### config.mk
export PLATFORM = sky130hd
export DESIGN_NAME = rau_ctrl
export DESIGN_NICKNAME = d
export VERILOG_FILES = /design/src/rtl/core/rau_pkg.sv /design/src/rtl/core/rau_ctrl.sv
export VERILOG_INCLUDE_DIRS = /design/src /design/src/rtl/core
export SDC_FILE = /design/constraint.sdc
export NUM_CORES = 1
export LEC_CHECK = 0
export BUFFER_PORTS_ARGS = -buffer_cell sky130_fd_sc_hd__buf_2
export CAP_MARGIN = 20
export CORE_ASPECT_RATIO = 1.1
export CORE_UTILIZATION = 41
export DETAILED_ROUTE_END_ITERATION = 8
export PLACE_DENSITY = 0.72
export SLEW_MARGIN = 20
export SYNTH_ARGS = -nofsm -noshare
export SYNTH_HDL_FRONTEND = slang
export SYNTH_SLANG_ARGS = --single-unit
### constraint.sdc
create_clock -name clk_i -period 1.7 [get_ports clk_i]
set_input_delay 0.425 -clock clk_i [delete_from_list [all_inputs] [get_ports clk_i]]
set_output_delay 0.425 -clock clk_i [all_outputs]
set_load 0.01 [all_outputs]
### src/rtl/core/rational_arithmetic_unit_defines.svh
// Assertion macros for the rational arithmetic unit.
// Every macro samples on clk_i and is disabled while rst_ni is low.
`ifndef RATIONAL_ARITHMETIC_UNIT_DEFINES_SVH
`define RATIONAL_ARITHMETIC_UNIT_DEFINES_SVH

// Same-cycle implication.
`define RAU_ASSERT_IMPL(label, ante, cons, msg) \
  label: assert property (@(posedge clk_i) disable iff (!rst_ni) (ante) |-> (cons)) \
    else $error(msg);

// Next-cycle implication.
`define RAU_ASSERT_NEXT(label, ante, cons, msg) \
  label: assert property (@(posedge clk_i) disable iff (!rst_ni) (ante) |=> (cons)) \
    else $error(msg);

`endif

### src/rtl/core/rau_pkg.sv
// Shared types and constants of the rational arithmetic unit.
// No dependencies; used by the interfaces, controller, datapath and top level.
`timescale 1ns / 1ps

package rau_pkg;

  localparam int FIELD_BITS = 32;
  localparam int ACT_BITS   = 3;

  typedef logic [ACT_BITS-1:0] act_t;

  localparam act_t ACT_MUL = 3'd0;
  localparam act_t ACT_DIV = 3'd1;
  localparam act_t ACT_ADD = 3'd2;
  localparam act_t ACT_SUB = 3'd3;
  localparam act_t ACT_CMP = 3'd4;

  // Datapath command issued by the controller each cycle.
  typedef enum logic [3:0] {
    DP_IDLE,
    DP_LOAD,
    DP_MUL_A,
    DP_MUL_B,
    DP_MUL_C,
    DP_SUM,
    DP_GCD,
    DP_DIV,
    DP_OUT
  } dp_op_e;

  // Datapath status back to the controller.
  typedef struct packed {
    logic gcd_done;
    logic g_gt1;
  } dp_stat_t;

endpackage

### src/rtl/core/rau_ctrl.sv
// Controller: sequences the datapath and runs the input/output handshakes.
// Depends on rau_pkg and rational_arithmetic_unit_defines.svh.
`timescale 1ns / 1ps
`include "rational_arithmetic_unit_defines.svh"

module rau_ctrl import rau_pkg::*; #(
  parameter int WORD_BITS = 32
) (
  input  logic     clk_i,
  input  logic     rst_ni,
  input  logic     in_valid_i,
  output logic     in_ready_o,
  input  act_t     in_action_i,
  output logic     out_valid_o,
  input  logic     out_ready_i,
  input  dp_stat_t stat_i,
  output dp_op_e   op_o
);

  localparam int CW = $clog2(WORD_BITS);
  localparam logic [CW-1:0] CntLast = CW'(WORD_BITS - 1);

  localparam logic [3:0] S_IDLE  = 4'd0;
  localparam logic [3:0] S_MUL_A = 4'd1;
  localparam logic [3:0] S_MUL_B = 4'd2;
  localparam logic [3:0] S_MUL_C = 4'd3;
  localparam logic [3:0] S_SUM   = 4'd4;
  localparam logic [3:0] S_GCD   = 4'd5;
  localparam logic [3:0] S_CHKG  = 4'd6;
  localparam logic [3:0] S_DIV   = 4'd7;
  localparam logic [3:0] S_OUT   = 4'd8;

  logic [3:0]    state_q, state_d;
  logic          add_q, add_d;
  logic [CW-1:0] cnt_q, cnt_d;
  logic          out_valid_q, out_valid_d;

  always_comb begin
    state_d     = state_q;
    add_d       = add_q;
    cnt_d       = cnt_q;
    out_valid_d = out_valid_q && !out_ready_i;
    op_o        = DP_IDLE;
    unique case (state_q)
      S_IDLE: begin
        if (in_valid_i) begin
          op_o = DP_LOAD;
          unique case (in_action_i) inside
            ACT_ADD, ACT_SUB: begin
              add_d   = 1'b1;
              state_d = S_MUL_A;
            end
            ACT_MUL, ACT_DIV, ACT_CMP: begin
              add_d   = 1'b0;
              state_d = S_MUL_A;
            end
            default: begin
              // unused codes give an all-zero result
              add_d   = 1'b0;
              state_d = S_OUT;
            end
          endcase
        end
      end
      S_MUL_A: begin
        op_o    = DP_MUL_A;
        state_d = S_MUL_B;
      end
      S_MUL_B: begin
        op_o    = DP_MUL_B;
        state_d = add_q ? S_MUL_C : S_OUT;
      end
      S_MUL_C: begin
        op_o    = DP_MUL_C;
        state_d = S_SUM;
      end
      S_SUM: begin
        op_o    = DP_SUM;
        state_d = S_GCD;
      end
      S_GCD: begin
        op_o = DP_GCD;
        if (stat_i.gcd_done) begin
          state_d = S_CHKG;
        end
      end
      S_CHKG: begin
        if (stat_i.g_gt1) begin
          cnt_d   = '0;
          state_d = S_DIV;
        end else begin
          state_d = S_OUT;
        end
      end
      S_DIV: begin
        op_o  = DP_DIV;
        cnt_d = cnt_q + CW'(1);
        if (cnt_q == CntLast) begin
          state_d = S_OUT;
        end
      end
      S_OUT: begin
        // wait until the result register is free
        if (!out_valid_q || out_ready_i) begin
          op_o        = DP_OUT;
          out_valid_d = 1'b1;
          state_d     = S_IDLE;
        end
      end
      default: begin
        state_d = S_IDLE;
      end
    endcase
  end

  always_ff @(posedge clk_i or negedge rst_ni) begin
    if (!rst_ni) begin
      state_q     <= S_IDLE;
      add_q       <= 1'b0;
      cnt_q       <= '0;
      out_valid_q <= 1'b0;
    end else begin
      state_q     <= state_d;
      add_q       <= add_d;
      cnt_q       <= cnt_d;
      out_valid_q <= out_valid_d;
    end
  end

  assign in_ready_o  = (state_q == S_IDLE);
  assign out_valid_o = out_valid_q;

  `RAU_ASSERT_NEXT(a_busy_after_accept, in_valid_i && in_ready_o, !in_ready_o, "accepted a transaction but still ready")
  `RAU_ASSERT_IMPL(a_no_overwrite, op_o == DP_OUT, !out_valid_q || out_ready_i, "result register overwritten before transfer")
  `RAU_ASSERT_NEXT(a_out_valid_set, op_o == DP_OUT, out_valid_o, "result written but not presented")
  `RAU_ASSERT_IMPL(a_gcd_path, state_q == S_GCD || state_q == S_DIV, add_q, "gcd reduction outside add or subtract")

endmodule

Word-level counts from Yosys, hierarchy flattened
Cells that the tools add are included.
{ "op_classes": {"n_addsub": 1, "eq_ne": 18, "mux": 16, "n_reduce_logical": 12} }
{ "ops": {"columns": ["op", "count"], "rows": [
  ["$pmux W4 S9", 1],
  ["$mux W4", 8],
  ["$pmux W4 S8", 1],
  ["$eq A4 B3 Y1 const B", 4],
  ["$ne A2 B2 Y1 const B", 5],
  ["$pmux W5 S2", 1],
  ["$eq A4 B2 Y1 const B", 2],
  ["$eq A3 B2 Y1 const B", 2],
  ["$add A5 B1 Y5 const B", 1],
  ["$eq A5 B5 Y1 const B", 1],
  ["$mux W5", 1],
  ["$reduce_or A5 Y1", 1],
  ["$eq A4 B1 Y1 const B", 1],
  ["$eq A4 B4 Y1 const B", 1],
  ["$logic_not A4 Y1", 1],
  ["$mux W1", 4],
  ["$reduce_and A2 Y1", 2],
  ["$reduce_and A4 Y1", 1],
  ["$eq A3 B1 Y1 const B", 1],
  ["$eq A3 B3 Y1 const B", 1],
  ["$logic_not A3 Y1", 1],
  ["$logic_not A1 Y1", 2],
  ["$reduce_bool A2 Y1", 1],
  ["$reduce_or A2 Y1", 1],
  ["other kinds (2)", 2]
]} }
{ "word_totals": {"reg_bits": 11, "input_bits": 9} }

Longest topological paths before layout
{ "depth": {"depth_word": 5, "mapped_depth": 7, "mapped_depth_nobuf": 7} }

Least setup slack after synthesis
No wires, ideal clock.
{ "synth_timing": {"path_kind": "register to output", "start": "register state_q[0]", "end": "output port op_o[1]", "arrival_ps": 1185, "required_time_ps": 1275, "path_slack_ps": 90, "path_stages_with_launch": 5, "n_path_buf": 2, "cell_sequence": "dfrtp_1 -> buf_6 -> buf_6 -> or3_1 -> a21oi_1"} }
{ "synth_via": {"elab_chain_cells": 2} }
{ "synth_rtl": {"columns": ["element", "line_no", "rtl"], "rows": [
  ["from (decl)", "rau_ctrl.sv:33", "logic [3:0] state_q, state_d;"],
  ["from (signal assigned)", "rau_ctrl.sv:123", "state_q <= state_d;"],
  ["$eq A4 B4 Y1 (tied with other cells)", "rau_ctrl.sv:44", "unique case (state_q)"],
  ["$pmux W4 S8 *", "rau_ctrl.sv:44", null],
  ["to (decl)", "rau_ctrl.sv:17", "output dp_op_e op_o"]
]} }
Every way passes the cells marked *; elsewhere a longest branch is shown, timed or not.

Worst setup path after layout
Ends and elaborated chain as after synthesis.

==> impl_metrics.yaml <==
outcome:
  run_status: "finished with violations"
  violations: "hold timing, setup timing"
routing:
  drc: 0
  first_pass_iters: 4
  detail_route.iter0.violations: 31
  detail_route.wirelength_um: 2056
  postRouteAntennaNets: 0
  vias: 776
  avgRoutedWirePerCell_um: 14.69
  detail_route.vias_per_cell: 5.543
floorplan:
  fp.coreArea_um2: 1822
  floorplan.io_pins: 15
  dieWidth_um: 44.43
  fp.dieArea_um2: 2163
  initial_utilization_pct: 44.57
  floorplan.die.height_um: 48.68
  rows: 16
layout:
  post-route-cell-area_um2: 1030
  final.fill_count: 156
  nNetsFinal: 125
  area_delta_synth_final_pct: 26.81
  insertedDiodeCount: 0
  fin_cells: 140
  drive_above_1_share_pct: 45.13
  final_core_utilization_pct: 56.52
pwr:
  combinational_cell_fraction_of_total_power_pct: 58.0
  sw_frac_of_total_pct: 43.71
  cell_internal_pwr_mw: 0.9040
  cellLeakagePower_nw: 0.4657
  clkPwrFrac_pct: 11.9
  share_seq_of_total_power_pct: 30.1
  power.density_cell_area_nw_per_um2: 1560
  peakVddDrop_mv: 0.8716
  power.switching_mw: 0.7021
worst_setup_path:
  worstReg2RegEnd: "state_q[1]"
  cp.required_ns: 1.27
  worstSetupEndpointType: "output pin"
  path_max_fanout: 6
  worstPathArrival_ns: 1.42
  worst_r2r_path_depth: 7
  r2r-start: "cnt_q[0]"
  timing.setup.critical_path_class: "flip-flop to output pin"
  timing.critical_path.from_type: "flip-flop"
  timing.reg2reg.setup_slack_ns: 0.03
synth:
  synth_top_cells_by_area: "dfrtp_1 (34%), buf_6 (8.3%), nor2_1 (4.2%), nand2_1 (3.7%), ha_1 (3.1%)"
  synth_enable_flop_cells: 0
  syn-cell-area_um2: 812.0
  yosys.cell_count.top_type: "dfrtp_1"
  synth_seq_cells: 11
  cell_type_contributing_the_most_total_cell_area_after_synthesis: "dfrtp_1"
  synth_top_cell_area_share_pct: 33.90
  synth-seq-area-share_pct: 33.90
  synth.yosys.warnings: 0
  synth_ff_type: "dfrtp_1"
  synth-async-reset-ratio_pct: 100.0
  post_syn_area_per_cell_um2: 9.442
  synthesized_instance_count: 86
  yosys.cell_types.count: 36
  synth.net_count: 97
  post_synth_top_cells: "dfrtp_1 (11), nor2_1 (9), nand2_1 (8)"
grt:
  first_global_vias: 789
  antenna_found_initial: 0
  grt_max_degree: 13
  grt_remaining_overflow: 0
  grt_use_total_pct: 21.75
  grt_pass1_wl_um: 3491
job:
  maxCapViolations: 0
cts:
  h-tree-depth: 1
  cts_root_buffer: "clkbuf_4"
  clock_tree.buffer_depth: 2
  tritoncts_num_sinks: 11
  clk_transition_reported_paths_ns: 0.08
  cts_inserted_buffers: 3
  tritoncts: "built"
  clk-insertion-delay-late_ns: 0.29
placed_design:
  area_of_placed_instances_um2: 888.4
  placement.setup.worst_slack_ns: 0.08548
  gp_routability_congestion: 0.8770
  place_inst: 126
  detailedPlacementHpwl_um: 1312
  numPortBuffers: 14
hold_path:
  hold_path.class: "primary input to async pin"
sta:
  final-hold-violation-count: 7
  period_needed_ns: 1.846
  slew_viol_final: 0
  grt_setup_unrepaired: "yes"
  relSlewSlack_pct: 69.34
  whs_ns: -0.004552
  final_min_period_over_clock_period_pct: 108.6
  tns_ns: -0.4572
  worst_slack_ns: -0.1461
  clock.fmax_ghz: 0.5417
  tightestPinTransition_ns: 0.4599
  setup_viol: 4
  final_skew_ns: 0.008598
-- routing by layer --
metal	share of wire, %	track usage [%]	wire, um
met1	43	27.38	883
met2	50	34.56	1025
met3	5.4	4.478	110
met4	1.8	10.61	37
met5	0	0	0
-- cell type report --
class,count,area [um2],share of cell area [%]
multi-input cells,65,478.0,46.42
flip-flops and latches,11,277.8,26.97
repair buffers,30,201.4,19.56
well taps,27,33.78,3.281
clock buffers,3,22.52,2.187
inverters,3,11.26,1.094
clock inverters,1,5.005,0.4860
-- metrics by stage --
step	hold slack, ns	total power, mW
after floorplan	0.1294	1.032
after global placement	0.3102	1.154
after detailed placement	0.3137	1.183
after CTS	0.005727	1.522
after global routing	0.01137	1.704
final	-0.004552	1.606
-- power groups by stage --
stage	sequential, mW	combinational (mW)	clock (mW)
global placement	0.472	0.682	0
global route	0.497	1.00	0.203
CTS	0.473	0.857	0.192
floorplan	0.410	0.621	0
finish	0.484	0.932	0.191
detailed placement	0.479	0.703	0
-- state kept, by name, summed over array words and instances, names as in the netlist --
signal       flops
cnt_q            5
out_valid_o      1
state_q          4
add_q            1
-- cell families after synthesis --
family / share of synthesized area (%)
AO/OA/AOI/OAI: 21.88
XOR/XNOR: 1.079
adder cells (fa/ha/maj): 3.081
buffers and inverters: 10.32
flip-flops: 33.90
multiplexers: 2.465
AND/OR/NAND/NOR: 27.27
-- what timing repair did --
item,in CTS,in global routing
resized for setup,8,5
buffers inserted,8,2
hold buffers,0,0
pin swaps,1,4
endpoints found under the setup margin,5,8
-- worst max path at each step --
stage	from	endpoint	slack (ns)	depth (start not counted)
finish	state_q[0]	op_o[1]	-0.15	3
global route	state_q[0]	op_o[1]	-0.20	3
CTS	state_q[0]	op_o[1]	-0.13	3
detailed placement	state_q[0]	op_o[0]	0.09	4
global placement	state_q[0]	op_o[0]	0.12	4
floorplan	state_q[0]	op_o[1]	0.09	4
-- placed cells by master, fill, tap and decap left out, types with 2 or more instances in the layout --
cell / netlist / final
a22o_1: 2 / 2
and3_1: 3 / 3
buf_2: 1 / 14
buf_4: 0 / 13
buf_6: 6 / 3
clkbuf_4: 0 / 3
dfrtp_1: 11 / 9
dfrtp_2: 0 / 2
ha_2: 0 / 2
inv_2: 1 / 2
mux2i_1: 2 / 2
nand2_1: 8 / 8
nand2b_1: 3 / 3
nand3_1: 3 / 3
nor2_1: 9 / 7
nor2b_1: 2 / 2
nor4_1: 2 / 2
o21ai_0: 5 / 5
o21ai_1: 4 / 4
-- worst max-delay path, stage by stage (launching register included) --
cell and delay (ns):
dfrtp_2 0.47, or3_1 0.40, a21oi_2 0.12, buf_2 0.14
Note: power is estimated with default switching activity, not from simulation.
