<file path="src/rtl/core/rational_arithmetic_unit_defines.svh">
// Assertion macros for the rational arithmetic unit.
// Every macro samples on clk_i and is disabled while rst_ni is low.
`ifndef RATIONAL_ARITHMETIC_UNIT_DEFINES_SVH
`define RATIONAL_ARITHMETIC_UNIT_DEFINES_SVH

// Same-cycle implication.
`define RAU_ASSERT_IMPL(label, ante, cons, msg) \
  label: assert property (@(posedge clk_i) disable iff (!rst_ni) (ante) |-> (cons)) \
    else $error(msg);

// Next-cycle implication.
`define RAU_ASSERT_NEXT(label, ante, cons, msg) \
  label: assert property (@(posedge clk_i) disable iff (!rst_ni) (ante) |=> (cons)) \
    else $error(msg);

`endif

</file>
<file path="src/rtl/core/rau_pkg.sv">
// Shared types and constants of the rational arithmetic unit.
// No dependencies; used by the interfaces, controller, datapath and top level.
`timescale 1ns / 1ps

package rau_pkg;

  localparam int FIELD_BITS = 32;
  localparam int ACT_BITS   = 3;

  typedef logic [ACT_BITS-1:0] act_t;

  localparam act_t ACT_MUL = 3'd0;
  localparam act_t ACT_DIV = 3'd1;
  localparam act_t ACT_ADD = 3'd2;
  localparam act_t ACT_SUB = 3'd3;
  localparam act_t ACT_CMP = 3'd4;

  // Datapath command issued by the controller each cycle.
  typedef enum logic [3:0] {
    DP_IDLE,
    DP_LOAD,
    DP_MUL_A,
    DP_MUL_B,
    DP_MUL_C,
    DP_SUM,
    DP_GCD,
    DP_DIV,
    DP_OUT
  } dp_op_e;

  // Datapath status back to the controller.
  typedef struct packed {
    logic gcd_done;
    logic g_gt1;
  } dp_stat_t;

endpackage

</file>
<file path="src/rtl/core/rau_datapath.sv">
// Datapath: operand registers, shared multiplier, binary gcd and restoring divider.
// Depends on rau_pkg; sequenced by rau_ctrl through dp_op_e commands.
`timescale 1ns / 1ps

module rau_datapath import rau_pkg::*; #(
  parameter int WORD_BITS = 32
) (
  input  logic                         clk_i,
  input  dp_op_e                       op_i,
  output dp_stat_t                     stat_o,
  input  act_t                         action_i,
  input  logic signed [FIELD_BITS-1:0] a_num_i,
  input  logic        [FIELD_BITS-1:0] a_den_i,
  input  logic signed [FIELD_BITS-1:0] b_num_i,
  input  logic        [FIELD_BITS-1:0] b_den_i,
  output logic signed [FIELD_BITS-1:0] res_num_o,
  output logic        [FIELD_BITS-1:0] res_den_o,
  output logic                         is_less_o,
  output logic                         is_greater_o
);

  localparam int W  = WORD_BITS;
  localparam int PW = 2 * W + 2;
  localparam int KW = $clog2(W);

  function automatic logic signed [W:0] sx(input logic [W-1:0] v);
    return signed'({v[W-1], v});
  endfunction

  function automatic logic signed [W:0] zx(input logic [W-1:0] v);
    return signed'({1'b0, v});
  endfunction

  act_t                act_q;
  logic [W-1:0]        an_q, ad_q, bn_q, bd_q;
  logic signed [PW-1:0] mult_q, p0_q, p1_q;
  logic [W-1:0]        num_q, den_q, mag_q;
  logic                neg_q;
  logic [W-1:0]        u_q, v_q, g_q;
  logic [KW-1:0]       k_q;
  logic [W-1:0]        qa_q, qd_q, ra_q, rd_q;
  logic signed [FIELD_BITS-1:0] res_num_q;
  logic [FIELD_BITS-1:0]        res_den_q;
  logic                res_lt_q, res_gt_q;

  // ---------------- shared multiplier ----------------
  logic signed [W:0]    mx, my;
  logic signed [PW-1:0] prod;
  logic [W-1:0]         bn_abs;

  assign bn_abs = W'(0) - bn_q;

  always_comb begin
    mx = zx(ad_q);
    my = zx(bd_q);
    unique case (op_i)
      DP_MUL_A: begin
        mx = sx(an_q);
        my = (act_q == ACT_MUL) ? sx(bn_q) : zx(bd_q);
      end
      DP_MUL_B: begin
        unique case (act_q) inside
          ACT_MUL: begin
            mx = zx(ad_q);
            my = zx(bd_q);
          end
          ACT_DIV: begin
            mx = zx(ad_q);
            my = bn_q[W-1] ? zx(bn_abs) : zx(bn_q);
          end
          default: begin
            mx = sx(bn_q);
            my = zx(ad_q);
          end
        endcase
      end
      default: begin
        mx = zx(ad_q);
        my = zx(bd_q);
      end
    endcase
  end

  assign prod = PW'(mx) * PW'(my);

  // ---------------- add / subtract ----------------
  logic [W-1:0] p0_lo, p1_lo, sum_w, sum_mag;

  assign p0_lo   = p0_q[W-1:0];
  assign p1_lo   = p1_q[W-1:0];
  assign sum_w   = (act_q == ACT_SUB) ? (p0_lo - p1_lo) : (p0_lo + p1_lo);
  assign sum_mag = sum_w[W-1] ? (W'(0) - sum_w) : sum_w;

  // ---------------- binary gcd ----------------
  logic         gcd_done;
  logic [W-1:0] g_w;

  assign gcd_done = (u_q == '0) || (v_q == '0) || (u_q[0] && v_q[0] && (u_q == v_q));
  assign g_w      = ((u_q == '0) ? v_q : u_q) << k_q;

  // ---------------- restoring division, both dividends by g ----------------
  logic [W:0]   ta, td, gx, ta_sub, td_sub;
  logic         ta_ge, td_ge;

  assign gx     = {1'b0, g_q};
  assign ta     = {ra_q, qa_q[W-1]};
  assign td     = {rd_q, qd_q[W-1]};
  assign ta_sub = ta - gx;
  assign td_sub = td - gx;
  assign ta_ge  = (ta >= gx);
  assign td_ge  = (td >= gx);

  // ---------------- result selection ----------------
  logic [W-1:0] n_w, d_w;
  logic         lt_w, gt_w;

  always_comb begin
    n_w  = '0;
    d_w  = '0;
    lt_w = 1'b0;
    gt_w = 1'b0;
    unique case (act_q) inside
      ACT_MUL: begin
        n_w = p0_lo;
        d_w = mult_q[W-1:0];
      end
      ACT_DIV: begin
        n_w = bn_q[W-1] ? (W'(0) - p0_lo) : p0_lo;
        d_w = mult_q[W-1:0];
      end
      ACT_ADD, ACT_SUB: begin
        if (g_q > W'(1)) begin
          n_w = neg_q ? (W'(0) - qa_q) : qa_q;
          d_w = qd_q;
        end else begin
          n_w = num_q;
          d_w = den_q;
        end
      end
      ACT_CMP: begin
        lt_w = (p0_q < mult_q);
        gt_w = (p0_q > mult_q);
      end
      default: begin
        n_w = '0;
      end
    endcase
  end

  // ---------------- registers ----------------
  always_ff @(posedge clk_i) begin
    unique case (op_i)
      DP_LOAD: begin
        act_q <= action_i;
        an_q  <= a_num_i[W-1:0];
        ad_q  <= a_den_i[W-1:0];
        bn_q  <= b_num_i[W-1:0];
        bd_q  <= b_den_i[W-1:0];
      end
      DP_MUL_A: begin
        mult_q <= prod;
      end
      DP_MUL_B: begin
        mult_q <= prod;
        p0_q   <= mult_q;
      end
      DP_MUL_C: begin
        mult_q <= prod;
        p1_q   <= mult_q;
      end
      DP_SUM: begin
        num_q <= sum_w;
        den_q <= mult_q[W-1:0];
        mag_q <= sum_mag;
        neg_q <= sum_w[W-1];
        u_q   <= sum_mag;
        v_q   <= mult_q[W-1:0];
        k_q   <= '0;
      end
      DP_GCD: begin
        if (gcd_done) begin
          g_q  <= g_w;
          qa_q <= mag_q;
          qd_q <= den_q;
          ra_q <= '0;
          rd_q <= '0;
        end else if (!u_q[0] && !v_q[0]) begin
          u_q <= u_q >> 1;
          v_q <= v_q >> 1;
          k_q <= k_q + KW'(1);
        end else if (!u_q[0]) begin
          u_q <= u_q >> 1;
        end else if (!v_q[0]) begin
          v_q <= v_q >> 1;
        end else if (u_q > v_q) begin
          u_q <= (u_q - v_q) >> 1;
        end else begin
          v_q <= (v_q - u_q) >> 1;
        end
      end
      DP_DIV: begin
        ra_q <= ta_ge ? ta_sub[W-1:0] : ta[W-1:0];
        rd_q <= td_ge ? td_sub[W-1:0] : td[W-1:0];
        qa_q <= {qa_q[W-2:0], ta_ge};
        qd_q <= {qd_q[W-2:0], td_ge};
      end
      DP_OUT: begin
        res_num_q <= FIELD_BITS'(signed'(n_w));
        res_den_q <= FIELD_BITS'(d_w);
        res_lt_q  <= lt_w;
        res_gt_q  <= gt_w;
      end
      default: begin
        res_lt_q <= res_lt_q;
      end
    endcase
  end

  assign stat_o.gcd_done = gcd_done;
  assign stat_o.g_gt1    = (g_q > W'(1));

  assign res_num_o    = res_num_q;
  assign res_den_o    = res_den_q;
  assign is_less_o    = res_lt_q;
  assign is_greater_o = res_gt_q;

endmodule

</file>
<file path="config.mk">
export PLATFORM = sky130hd
export DESIGN_NAME = rau_datapath
export DESIGN_NICKNAME = d
export VERILOG_FILES = /design/src/rtl/core/rational_arithmetic_unit_defines.svh /design/src/rtl/core/rau_pkg.sv /design/src/rtl/core/rau_datapath.sv
export SDC_FILE = /design/constraint.sdc
export NUM_CORES = 2
export LEC_CHECK = 0
export ABC_AREA = 1
export BUFFER_PORTS_ARGS = -buffer_cell sky130_fd_sc_hd__buf_2
export CORE_MARGIN = 4
export CORE_UTILIZATION = 40
export CTS_CLUSTER_SIZE = 28
export DETAILED_ROUTE_END_ITERATION = 8
export PLACE_DENSITY_LB_ADDON = 0.12
export SYNTH_ARGS = -nofsm -noshare
export SYNTH_HDL_FRONTEND = slang
export SYNTH_SLANG_ARGS = --single-unit
export TNS_END_PERCENT = 50
</file>
<file path="constraint.sdc">
create_clock -name clk_i -period 25.5 [get_ports clk_i]
set_input_delay 6.375 -clock clk_i [delete_from_list [all_inputs] [get_ports clk_i]]
set_output_delay 6.375 -clock clk_i [all_outputs]
set_load 0.01 [all_outputs]
</file>
; ---- Yosys cells after proc, flatten, opt, wreduce, memory -nomap -nowiden
; Cells that the tools add are included.
[word_totals]
word_cells = 126
register_bits = 687
out_inout_bits = 68
[op_classes]
reduce_logical = 22
multipliers = 1
addsub = 11
order_cmp = 6
n_shift = 1
n_mux = 39
eq_ne = 20
[op_table]
columns = operator, n
row1 = $mux W32, 23
row2 = $pmux W32 S2, 8
row3 = $sub A32 B32 Y32, 5
row4 = $pmux W33 S2, 2
row5 = $sub A1 B32 Y32 const A, 4
row6 = $pmux W32 S3, 1
row7 = $ge A33 B32 Y1, 2
row8 = $gt A66 B66 Y1, 1
row9 = $lt A66 B66 Y1, 1
row10 = $mul A33 B33 Y66, 1
row11 = $mux W33, 2
row12 = $logic_not A32 Y1, 2
row13 = $add A32 B32 Y32, 1
row14 = $eq A32 B32 Y1, 1
row15 = $gt A32 B1 Y1 const B, 1
row16 = $gt A32 B32 Y1, 1
row17 = $shl A32 B5 Y32, 1
row18 = $eq A4 B3 Y1 const B, 4
row19 = $ne A4 B4 Y1 const B, 3
row20 = $mux W5, 2
row21 = $pmux W5 S2, 1
row22 = $eq A4 B2 Y1 const B, 2
row23 = $reduce_and A4 Y1, 2
row24 = $eq A3 B2 Y1 const B, 2
row25 = other kinds (16), 27

; ---- Longest topological paths before layout
[depth]
word_depth = 7
depth_mapped = 48
depth_no_buf = 47

; ---- Worst setup path before layout
; OpenSTA, ideal clock, no wires.
[synth_path]
path_kind = in2reg
from = input op_i[3]
to = register mult_q[65] (data pin)
t_arrival_ns = 15.766
t_required_ns = 25.238
path_stages = 31
slack_ns = 9.472
setup_time_ns = 0.262
path_cell_list = nor2_1 inv_2 nor2_2 buf_2 clkbuf_1 o21ai_0 o21ai_0 nor2_1 fa_1 inv_1 fa_1 inv_1 fa_1 inv_1 fa_1 inv_1 fa_1 fa_1 fa_1 inv_1 fa_1 inv_1 ha_1 a21oi_1 inv_1 a31oi_1 o21ai_0 a221oi_1 o21ai_0 a21oi_1 xor2_1
[synth_via]
elab_chain_len = 3
word_cells_on_any_way = 5
cone_classes = mul (1) / eq/ne (2) / mux (2)
[synth_lines]
columns = item, line
row1 = start: declaration, rau_datapath.sv:9  ; input dp_op_e op_i,
row2 = "$eq A4 B2 Y1, on equally long branches", --
row3 = $pmux W33 S2, rau_datapath.sv:56  ; unique case (op_i)
row4 = $mul A33 B33 Y66 *, rau_datapath.sv:84  ; assign prod = PW'(mx) * PW'(my);
row5 = via prod[65], rau_datapath.sv:48  ; logic signed [PW-1:0] prod;
row6 = end signal: assignment, rau_datapath.sv:161  ; mult_q <= prod;
row7 = end signal: assignment, rau_datapath.sv:164  ; mult_q <= prod;
row8 = end signal: assignment, rau_datapath.sv:168  ; mult_q <= prod;
row9 = end: declaration, rau_datapath.sv:36  ; logic signed [PW-1:0] mult_q, p0_q, p1_q;
; The timed path passes the listed nets; every way through them passes the cells marked *.
; A chain may end at the register's enable or synchronous reset.

; ---- Worst setup path after layout
[layout_path]
from = input op_i[2]
to = register mult_q[65] (data pin)
; Same word-level chain as after synthesis.

==> impl_metrics.ini <==
[outcome]
run_status = finished, final reports clean

[hold_path]
hp-class = reg -> reg
min_delay_worst_endpoint = p0_q[60]
hold_path.startpoint = mult_q[60]
holdPathStages = 0

[setup_path]
path_max_fanout = 46
cpMaxStageDelayCell = nand2_1
worstSetupStartpointType = input pin
max_stage_delay_ns = 0.63
cp-end-kind = flop
crit_arrival_ns = 17.88
r2r-end = mult_q[65]
criticalPathCategory = in -> reg
r2r_setup_slack_ns = 13.12
r2r_start = act_q[1]
critPathRequiredTime_ns = 25.92
rr_worst_depth = 34

[clock_network]
holdBufCountCts = 0
clk_latency_ns = 0.73
cts_buffer_depth = 3
cts_root_buf = clkbuf_16
cts_resized = 0
cts_setup_buffers = 0
cts_tree = done
htree_num_levels = 3
path_clk_slew_ns = 0.06
cts_buffers = 83
cts_sinks = 685

[cells_and_area]
top_regs = mult_q x66, p0_q x66
multi_input_area_um2 = 53730
fin_cells = 12690
area_delta_synth_final_pct = 7.867
register_area_um2 = 20570
finalNetCount = 11570
nFillCells = 21020
drive_above_1_share = 0.06505

[synth]
synth.top_cell.area_share = 0.2759
synth_edf_count = 685
syn_area_per_cell_um2 = 8.489
ys_async_sr_fraction = 0
yosysMostFrequentCell = inv_1
ys_warn_count = 0
synth.cell_area_um2 = 83430
syn_nets = 11560
synth_common_cells = inv_1, nand2_1, fa_1, nor2_1, edfxtp_1
seq_area_frac_synth = 0.2465
syn_inst = 9828
synth_top_cells_by_area = fa_1, edfxtp_1, inv_1
synth-seq-cells = 685
ys.flop_type = edfxtp_1
synth_cell_type_count = 70
synth_top_area_cell = fa_1

[routing]
wl_um = 327400
vias_per_cell = 5.483
ant_nets = 0
drtIter0Drc = 6466
route.vias.total = 69600
avgRoutedWirePerCell_um = 25.80
firstDrtPassIters = 6
drc = 0

[timing]
fin_worst_skew_ns = 0.04878
hold_viol = 0
maxSlewViolCount = 0
tightest_slew_ns = 1.306
fin_crit_sh = 0.6850
fin_ws_ns = 8.032
setup_viol = 0
relSlewSlack = 0.1274
fin_crit_ns = 17.47
finalSetupTns_ns = 0
grt_setup_unrepaired = false
fmax_mhz = 57.25

[global_routing]
grt_pass1_wl_um = 481700
antenna_found_initial = 9
grt_max_degree = 96
grt_overflow = 0
groute.usage.overall = 0.3012
grt_pass1_vias = 72110

[die]
io_pins = 204
die_w_um = 464.7
die_h_um = 464.7
start_util = 0.4025
die-area_um2 = 216000
rows = 167
coreArea_um2 = 207300

[placed_design]
port_buffers = 203
dp_cells = 12540
dpl.hpwl_um = 257000
dp_slack_ns = 7.518
place_congestion = 0.9781

[run]
cap_violations = 0
routing by layer:
layer | track usage | routed length [um] | vias to the layer above
met4 | 0.1438 | 18960 | 4
met3 | 0.05722 | 25820 | 738
li1 | - | - | 31180
met2 | 0.4819 | 148000 | 3132
met5 | 0 | 73 | -
met1 | 0.3939 | 134500 | 34550
area by class of cell:
cell class	instances	area share
multi-input cells	6723	0.5971
flip-flops and latches	685	0.2286
inverters	2025	0.08449
well taps	2788	0.03876
clock buffers	104	0.02395
repair buffers	317	0.02094
clock inverters	46	0.006090
diodes	5	0.0001390
cell families (layout without fill, tap and decap cells):
logic type                 count (synthesis)  after routing  synth area share
buffers and inverters                   2420           2492            0.1118
other                                      0              5                 0
xor gates and xnor gates                 248            248           0.02675
AOI/OAI and AO/OA                       1405           1405           0.09691
DFF                                      685            685            0.2465
adders and majority gates               1600           1600            0.3434
and+or+nand+nor                         3470           3470            0.1746
per-stage QoR:
stage	utilization	hold slack [ns]	cell area, um2
after floorplan	-	0.4264	83430
after global placement	0.4211	0.4333	87280
after detailed placement	0.4211	0.4378	87280
after CTS	0.4341	0.4517	89980
after global routing	0.4341	0.4603	89990
final	0.4342	0.4486	90000
worst max-delay path by stage:
stage | start | endpoint
2_1_floorplan | op_i[3] | mult_q[65]
3_3_place_gp | op_i[3] | mult_q[65]
3_5_place_dp | op_i[2] | mult_q[65]
4_1_cts | op_i[2] | mult_q[65]
5_1_grt | op_i[2] | mult_q[65]
6_report | op_i[2] | mult_q[65]
cells in the final DEF (no fill, tap or decap), types with 83 or more instances in the layout:
cell type,n
a21oi_1,541
buf_2,203
buf_4,113
clkbuf_16,83
edfxtp_1,685
fa_1,1150
ha_1,450
inv_1,1954
nand2_1,1548
nand3_1,664
nor2_1,962
o21ai_0,479
xnor2_1,87
xor2_1,153
critical path: cells and delay by family:
family	cells	cell delay (ns)
AO/OA/AOI/OAI	9	2.03
XOR/XNOR	1	0.09
adder cells (fa/ha/maj)	9	4.37
buffers and inverters	14	3.62
AND/OR/NAND/NOR	5	1.32
Power is not shown: default switching activity piles up to over one toggle a cycle in this logic, so the estimate is an artifact.
